**src/rtl/vml_pkg.sv**
```systemverilog
// ----------------------------------------------------------------------------
// vml_pkg
// Types and constants shared by the vector magnitude limiter.
// ----------------------------------------------------------------------------
package vml_pkg;

  localparam int unsigned NumLanes  = 3;
  localparam int unsigned CompW     = 32;
  localparam int unsigned MagW      = 31;
  localparam int unsigned SqrtSteps = 32;
  localparam int unsigned DivSteps  = 31;
  // square, sum, root steps, scale multiply, divide steps, output register
  localparam int unsigned Latency   = 2 + SqrtSteps + 1 + DivSteps + 1;

  localparam logic [MagW-1:0] MaxMagReset = 31'h7FFF_FFFF;

  typedef struct packed {
    logic signed [CompW-1:0] in_x;
    logic signed [CompW-1:0] in_y;
    logic signed [CompW-1:0] in_z;
  } vml_in_t;

  typedef struct packed {
    logic signed [CompW-1:0] out_x;
    logic signed [CompW-1:0] out_y;
    logic signed [CompW-1:0] out_z;
    logic                    was_clamped;
  } vml_out_t;

  // data that rides alongside the root computation
  typedef struct packed {
    logic [NumLanes-1:0][CompW-1:0] orig;
    logic [NumLanes-1:0][CompW-1:0] mag;
    logic [NumLanes-1:0]            neg;
  } vml_side_t;

  // result of one scaling lane
  typedef struct packed {
    logic [CompW-1:0] comp;
    logic             clamped;
  } vml_lane_res_t;

endpackage

```
**src/rtl/vml_sq_lane.sv**
```systemverilog
// ----------------------------------------------------------------------------
// vml_sq_lane
// Magnitude, sign and registered square of one vector component.
// ----------------------------------------------------------------------------
module vml_sq_lane import vml_pkg::*; (
  input  logic                   clk_i,
  input  logic [CompW-1:0]       comp_i,
  output logic [CompW-1:0]       mag_o,
  output logic                   neg_o,
  output logic [2*CompW-1:0]     sq_o
);

  logic [CompW-1:0]   mag_d, mag_q;
  logic [2*CompW-1:0] sq_q;
  logic               neg_q;

  // two's complement magnitude, the most negative value stays 2^31
  assign mag_d = comp_i[CompW-1] ? (~comp_i + 1'b1) : comp_i;

  // square register
  always_ff @(posedge clk_i) begin
    mag_q <= mag_d;
    neg_q <= comp_i[CompW-1];
    sq_q  <= {{CompW{1'b0}}, mag_d} * {{CompW{1'b0}}, mag_d};
  end

  assign mag_o = mag_q;
  assign neg_o = neg_q;
  assign sq_o  = sq_q;

endmodule

```
**config.mk**
```make
export PLATFORM = sky130hd
export DESIGN_NAME = vml_sq_lane
export DESIGN_NICKNAME = d
export VERILOG_FILES = /design/src/rtl/vml_pkg.sv /design/src/rtl/vml_sq_lane.sv
export SDC_FILE = /design/constraint.sdc
export NUM_CORES = 2
export LEC_CHECK = 0
export BUFFER_PORTS_ARGS = -buffer_cell sky130_fd_sc_hd__buf_2
export CORE_MARGIN = 2
export CORE_UTILIZATION = 45
export DETAILED_ROUTE_END_ITERATION = 6
export HOLD_SLACK_MARGIN = 0.02
export MAX_ROUTING_LAYER = met4
export PLACE_DENSITY = 0.71
export SLEW_MARGIN = 25
export SYNTH_ARGS = -nofsm -noshare
export SYNTH_HDL_FRONTEND = slang
export SYNTH_SLANG_ARGS = --single-unit
```
**constraint.sdc**
```tcl
create_clock -name clk_i -period 13.7 [get_ports clk_i]
set_input_delay 1.37 -clock clk_i [delete_from_list [all_inputs] [get_ports clk_i]]
set_output_delay 1.37 -clock clk_i [all_outputs]
set_load 0.01 [all_outputs]
```
Word-level counts from Yosys, hierarchy flattened
Index checks and enable logic that the tools add are counted.

Bits in registers: 97. Bits of input ports: 33. Output and inout port bits: 97.

Add/sub/neg operators: 1. $mul: 1. Multiplexer cells: 1. Bitwise logic cells: 1.

Operator list (number): multiplier 32 x 32 -> 64 bit (1); adder 32 x 1 -> 32 bit, second input constant (1); 2-to-1 mux 32 bit (1); NOT 32 bit (1).

Logic depth before layout (Yosys ltp)
Word-level depth: 4. Gate-level depth with buffers: 40. Depth with buffers taken out: 36.

Worst setup path after synthesis
OpenSTA, ideal clock, no wires.

Path kind: input -> register. Start: input comp_i[0]. End: register sq_q[62], in the netlist sq_o[62]. Setup time: 0.136 ns. Data arrival time: 10.776 ns. Required time: 13.564 ns. Slack: 2.788 ns. Stages: 37. Buffers on the path: 5. Path through: inv_1 > clkbuf_1 > clkbuf_1 > ha_1 > nand2b_1 > or4_4 > nand2b_4 > or4_4 > or3_4 > o21ai_1 > xnor2_1 > buf_2 > buf_4 > nand2_1 > fa_1 > fa_1 > inv_1 > fa_1 > inv_1 > fa_1 > inv_1 > fa_1 > fa_1 > fa_1 > inv_1 > fa_1 > inv_1 > ha_1 > clkbuf_1 > nand4_1 > or2_2 > a21oi_1 > a21oi_1 > o21ai_0 > o21ai_0 > o41ai_1 > xor2_1.

Longest elaborated chain between the ends: 4.

Ends and longest elaborated chain: start, declared (line vml_sq_lane.sv:7) `input logic [CompW-1:0] comp_i,`; NOT 32 bit (line vml_sq_lane.sv:18) `assign mag_d = comp_i[CompW-1] ? (~comp_i + 1'b1) : comp_i;`; adder 32 x 1 -> 32 bit (line vml_sq_lane.sv:18); 2-to-1 mux 32 bit (line vml_sq_lane.sv:18); via mag_d[26] (line vml_sq_lane.sv:13) `logic [CompW-1:0] mag_d, mag_q;`; multiplier 32 x 32 -> 64 bit (line vml_sq_lane.sv:24) `sq_q <= {{CompW{1'b0}}, mag_d} * {{CompW{1'b0}}, mag_d};`; end signal, assigned (line vml_sq_lane.sv:24); end, declared (line vml_sq_lane.sv:14) `logic [2*CompW-1:0] sq_q;`.

The timed path passes the listed nets, and every way through them passes these cells.

Final worst setup path
Start: input comp_i[4]. End: register sq_q[61], in the netlist sq_o[61].

Longest elaborated chain between the ends: 4.

Ends and longest elaborated chain (line): NOT 32 bit (vml_sq_lane.sv:18); adder 32 x 1 -> 32 bit (vml_sq_lane.sv:18); 2-to-1 mux 32 bit (*) (vml_sq_lane.sv:18); multiplier 32 x 32 -> 64 bit (*) (vml_sq_lane.sv:24).

Every way passes the cells marked *; elsewhere a longest branch is shown, timed or not.

==> impl_metrics.csv <==
group,metric,value,unit
cts,ctsResizeCount,0,
synth,avgSynthCellArea,9.30,um2
worst_setup_path,crit_slowest_cell,"inv_1",
cts,clock-sinks,95,
synth,synth_edf_count,0,
global_route,antenna_found_initial,2,
die,start_util,0.454,
detailed_routing,viasPerCell,5.18,
sta,hold_viol,0,
global_route,track_usage,0.276,
layout,fillerInstances,6455,
die,die_y,267,um
synth,yosysTopAreaCell,"fa_1",
synth,yosys-top-cells-area,"fa_1 51%, inv_1 12%, ha_1 11%",
detailed_routing,routed_wirelength,90100,um
die,fp.coreArea,68500,um2
place,dp.final_hpwl,73800,um
layout,synthToLayoutAreaGrowth,7.13,%
worst_setup_path,crit_path_end_kind,"register",
layout,final_cells,4339,
detailed_routing,routedWlPerCell,20.8,um
detailed_routing,ant_nets,0,
sta,slew-limit-headroom,0.339,
global_route,grt_overflow_total,0,
synth,syn-instance-count,3341,
cts,cts_setup_buffers,0,
synth,async_flop_share,0,
cts,cts_buffers,9,
worst_setup_path,cp-start-kind,"input port",
sta,tns,0,ps
die,die_width,267,um
cts,hold_buffers,0,
cts,ctsLongestPathBuffers,2,
synth,synth_warnings,0,
layout,nNetsFinal,4560,
synth,synth.distinct_cells,66,
detailed_routing,drc,0,
global_route,grt_pass1_vias,24966,
worst_setup_path,slowest_delay,730,ps
worst_setup_path,critPathRequiredTime,14010,ps
worst_hold_path,hold_class,"in2reg",
worst_setup_path,arrival,12240,ps
cts,clkTransAtPathRegs,100,ps
sta,period_share,0.870,
place,portBuffers,128,
detailed_routing,first_pass_iters,5,
place,place_inst,4322,
cts,root_buffer,"clkbuf_16",
sta,timing.fmax,0.0839,GHz
sta,setup-violations-final,0,
cts,h-tree-depth,3,
sta,min_period,11920,ps
run,drv_cap,0,
die,io_pins,130,
cts,cts_tree,"built",
sta,worstMarginPinSlew,988,ps
sta,rsz0062_at_grt,"no",
worst_setup_path,crit_type,"in2reg",
die,dieArea,71200,um2
worst_setup_path,crit_top_cell,"fa_1",
place,place.gp.congestion,1.01,
worst_hold_path,whs_path_depth,1,
synth,yosys.area.top_type_share,0.512,
synth,ys_seq_area_frac,0.0612,
layout,drive_above_1_share,0.0677,
global_route,grt_max_degree,34,
sta,slew_violations,0,
synth,synthesis.area,31100,um2
worst_setup_path,path_max_fanout,23,
detailed_routing,drt_iter0_markers,1496,
die,placementRows,96,
outcome,status,"completed",
synth,ys_ff_latch,95,
detailed_routing,vias,22496,
global_route,grt_pass1_wl,142000,um
synth,synth_flop_cell,"dfxtp_1",
-- area by class of cell --
type,count,area [um2],area share
antenna,1,2.50,0.0000752
inverter,1013,3800,0.114
tap,882,1100,0.0332
timing repair buffer,184,1060,0.0319
sequential,95,1900,0.0571
clock inverter,7,100,0.00301
clock buffer,9,225,0.00677
multi-input combinational,2148,25100,0.754
-- registers in the layout, indices dropped and copies added (netlist names) --
name,cells
neg_o,1
mag_o,31
sq_o,63
-- cell usage in the layout, fill, tap and decap left out, types with 56 or more instances in the layout --
cell,n
inv_1,1001
ha_1,281
dfxtp_1,95
buf_4,56
fa_1,795
nor2_1,292
nand2_1,291
buf_2,128
a21oi_1,82
-- kinds of logic after synthesis --
| group | count (synthesis) | share of synthesized area |
|---|---|---|
| XOR/XNOR | 113 | 0.0332 |
| other | 2 | 0.000242 |
| multiplexers | 1 | 0.000362 |
| AO/OA/AOI/OAI | 243 | 0.0495 |
| AND/OR/NAND/NOR | 688 | 0.0931 |
| buffers and inverters | 1123 | 0.137 |
| flip-flops | 95 | 0.0612 |
| adder cells (fa/ha/maj) | 1076 | 0.625 |
-- synthesized netlist by cell type (3+ instances only) --
| cell | n |
|---|---|
| nor3_1 | 8 |
| buf_4 | 5 |
| and2_1 | 19 |
| xor2_1 | 56 |
| a21o_1 | 31 |
| nor2_1 | 292 |
| or3_1 | 4 |
| a21boi_0 | 6 |
| o22ai_1 | 3 |
| fa_1 | 795 |
| buf_1 | 7 |
| o21ai_0 | 50 |
| o21a_1 | 7 |
| a211o_1 | 3 |
| nand2_1 | 291 |
| nand2b_1 | 6 |
| inv_2 | 6 |
| nor4_1 | 5 |
| o31ai_1 | 6 |
| nor2b_1 | 8 |
| a31oi_1 | 3 |
| o41ai_1 | 9 |
| xnor2_1 | 53 |
| buf_2 | 14 |
| a221oi_1 | 5 |
| clkinv_1 | 6 |
| o21bai_1 | 9 |
| o211ai_1 | 3 |
| or4_4 | 3 |
| ha_1 | 281 |
| or4_1 | 5 |
| dfxtp_1 | 95 |
| a21oi_1 | 82 |
| nand3_1 | 14 |
| inv_1 | 1001 |
| a211oi_1 | 10 |
| nand4_1 | 19 |
| clkbuf_1 | 83 |
-- worst paths after layout --
check	startpoint	end	slack [ps]
max	comp_i[4]	sq_o[61]$_DFF_P_	1780
min	comp_i[0]	sq_o[0]$_DFF_P_	1300
-- through the flow --
step                worst slack [ps]  hold slack (ps)  utilization  area [um2]
floorplan                       2790             1400            -       31200
global placement                1570             1720        0.481       33000
detailed placement              1480             1730        0.481       33000
CTS                             1930             1270        0.486       33300
global route                    1440             1280        0.486       33300
finish                          1780             1300        0.486       33300
-- layer usage --
metal | track usage | share of wire | wire (um)
met1 | 0.323 | 0.36 | 32600
met2 | 0.457 | 0.50 | 44700
met3 | 0.0394 | 0.072 | 6450
met4 | 0.159 | 0.070 | 6340
met5 | - | 0 | 0
-- worst max-delay path, delay by kind of cell --
family | cells | cell delay (ps)
buffers and inverters | 9 | 1650
adders and majority gates | 9 | 4110
AOI/OAI and AO/OA | 5 | 1620
xor gates and xnor gates | 3 | 450
and+or+nand+nor | 9 | 3010
Power is left out: the tool's default activity adds up to more than one toggle a clock period on the data nets, which glitch-free logic cannot reach.
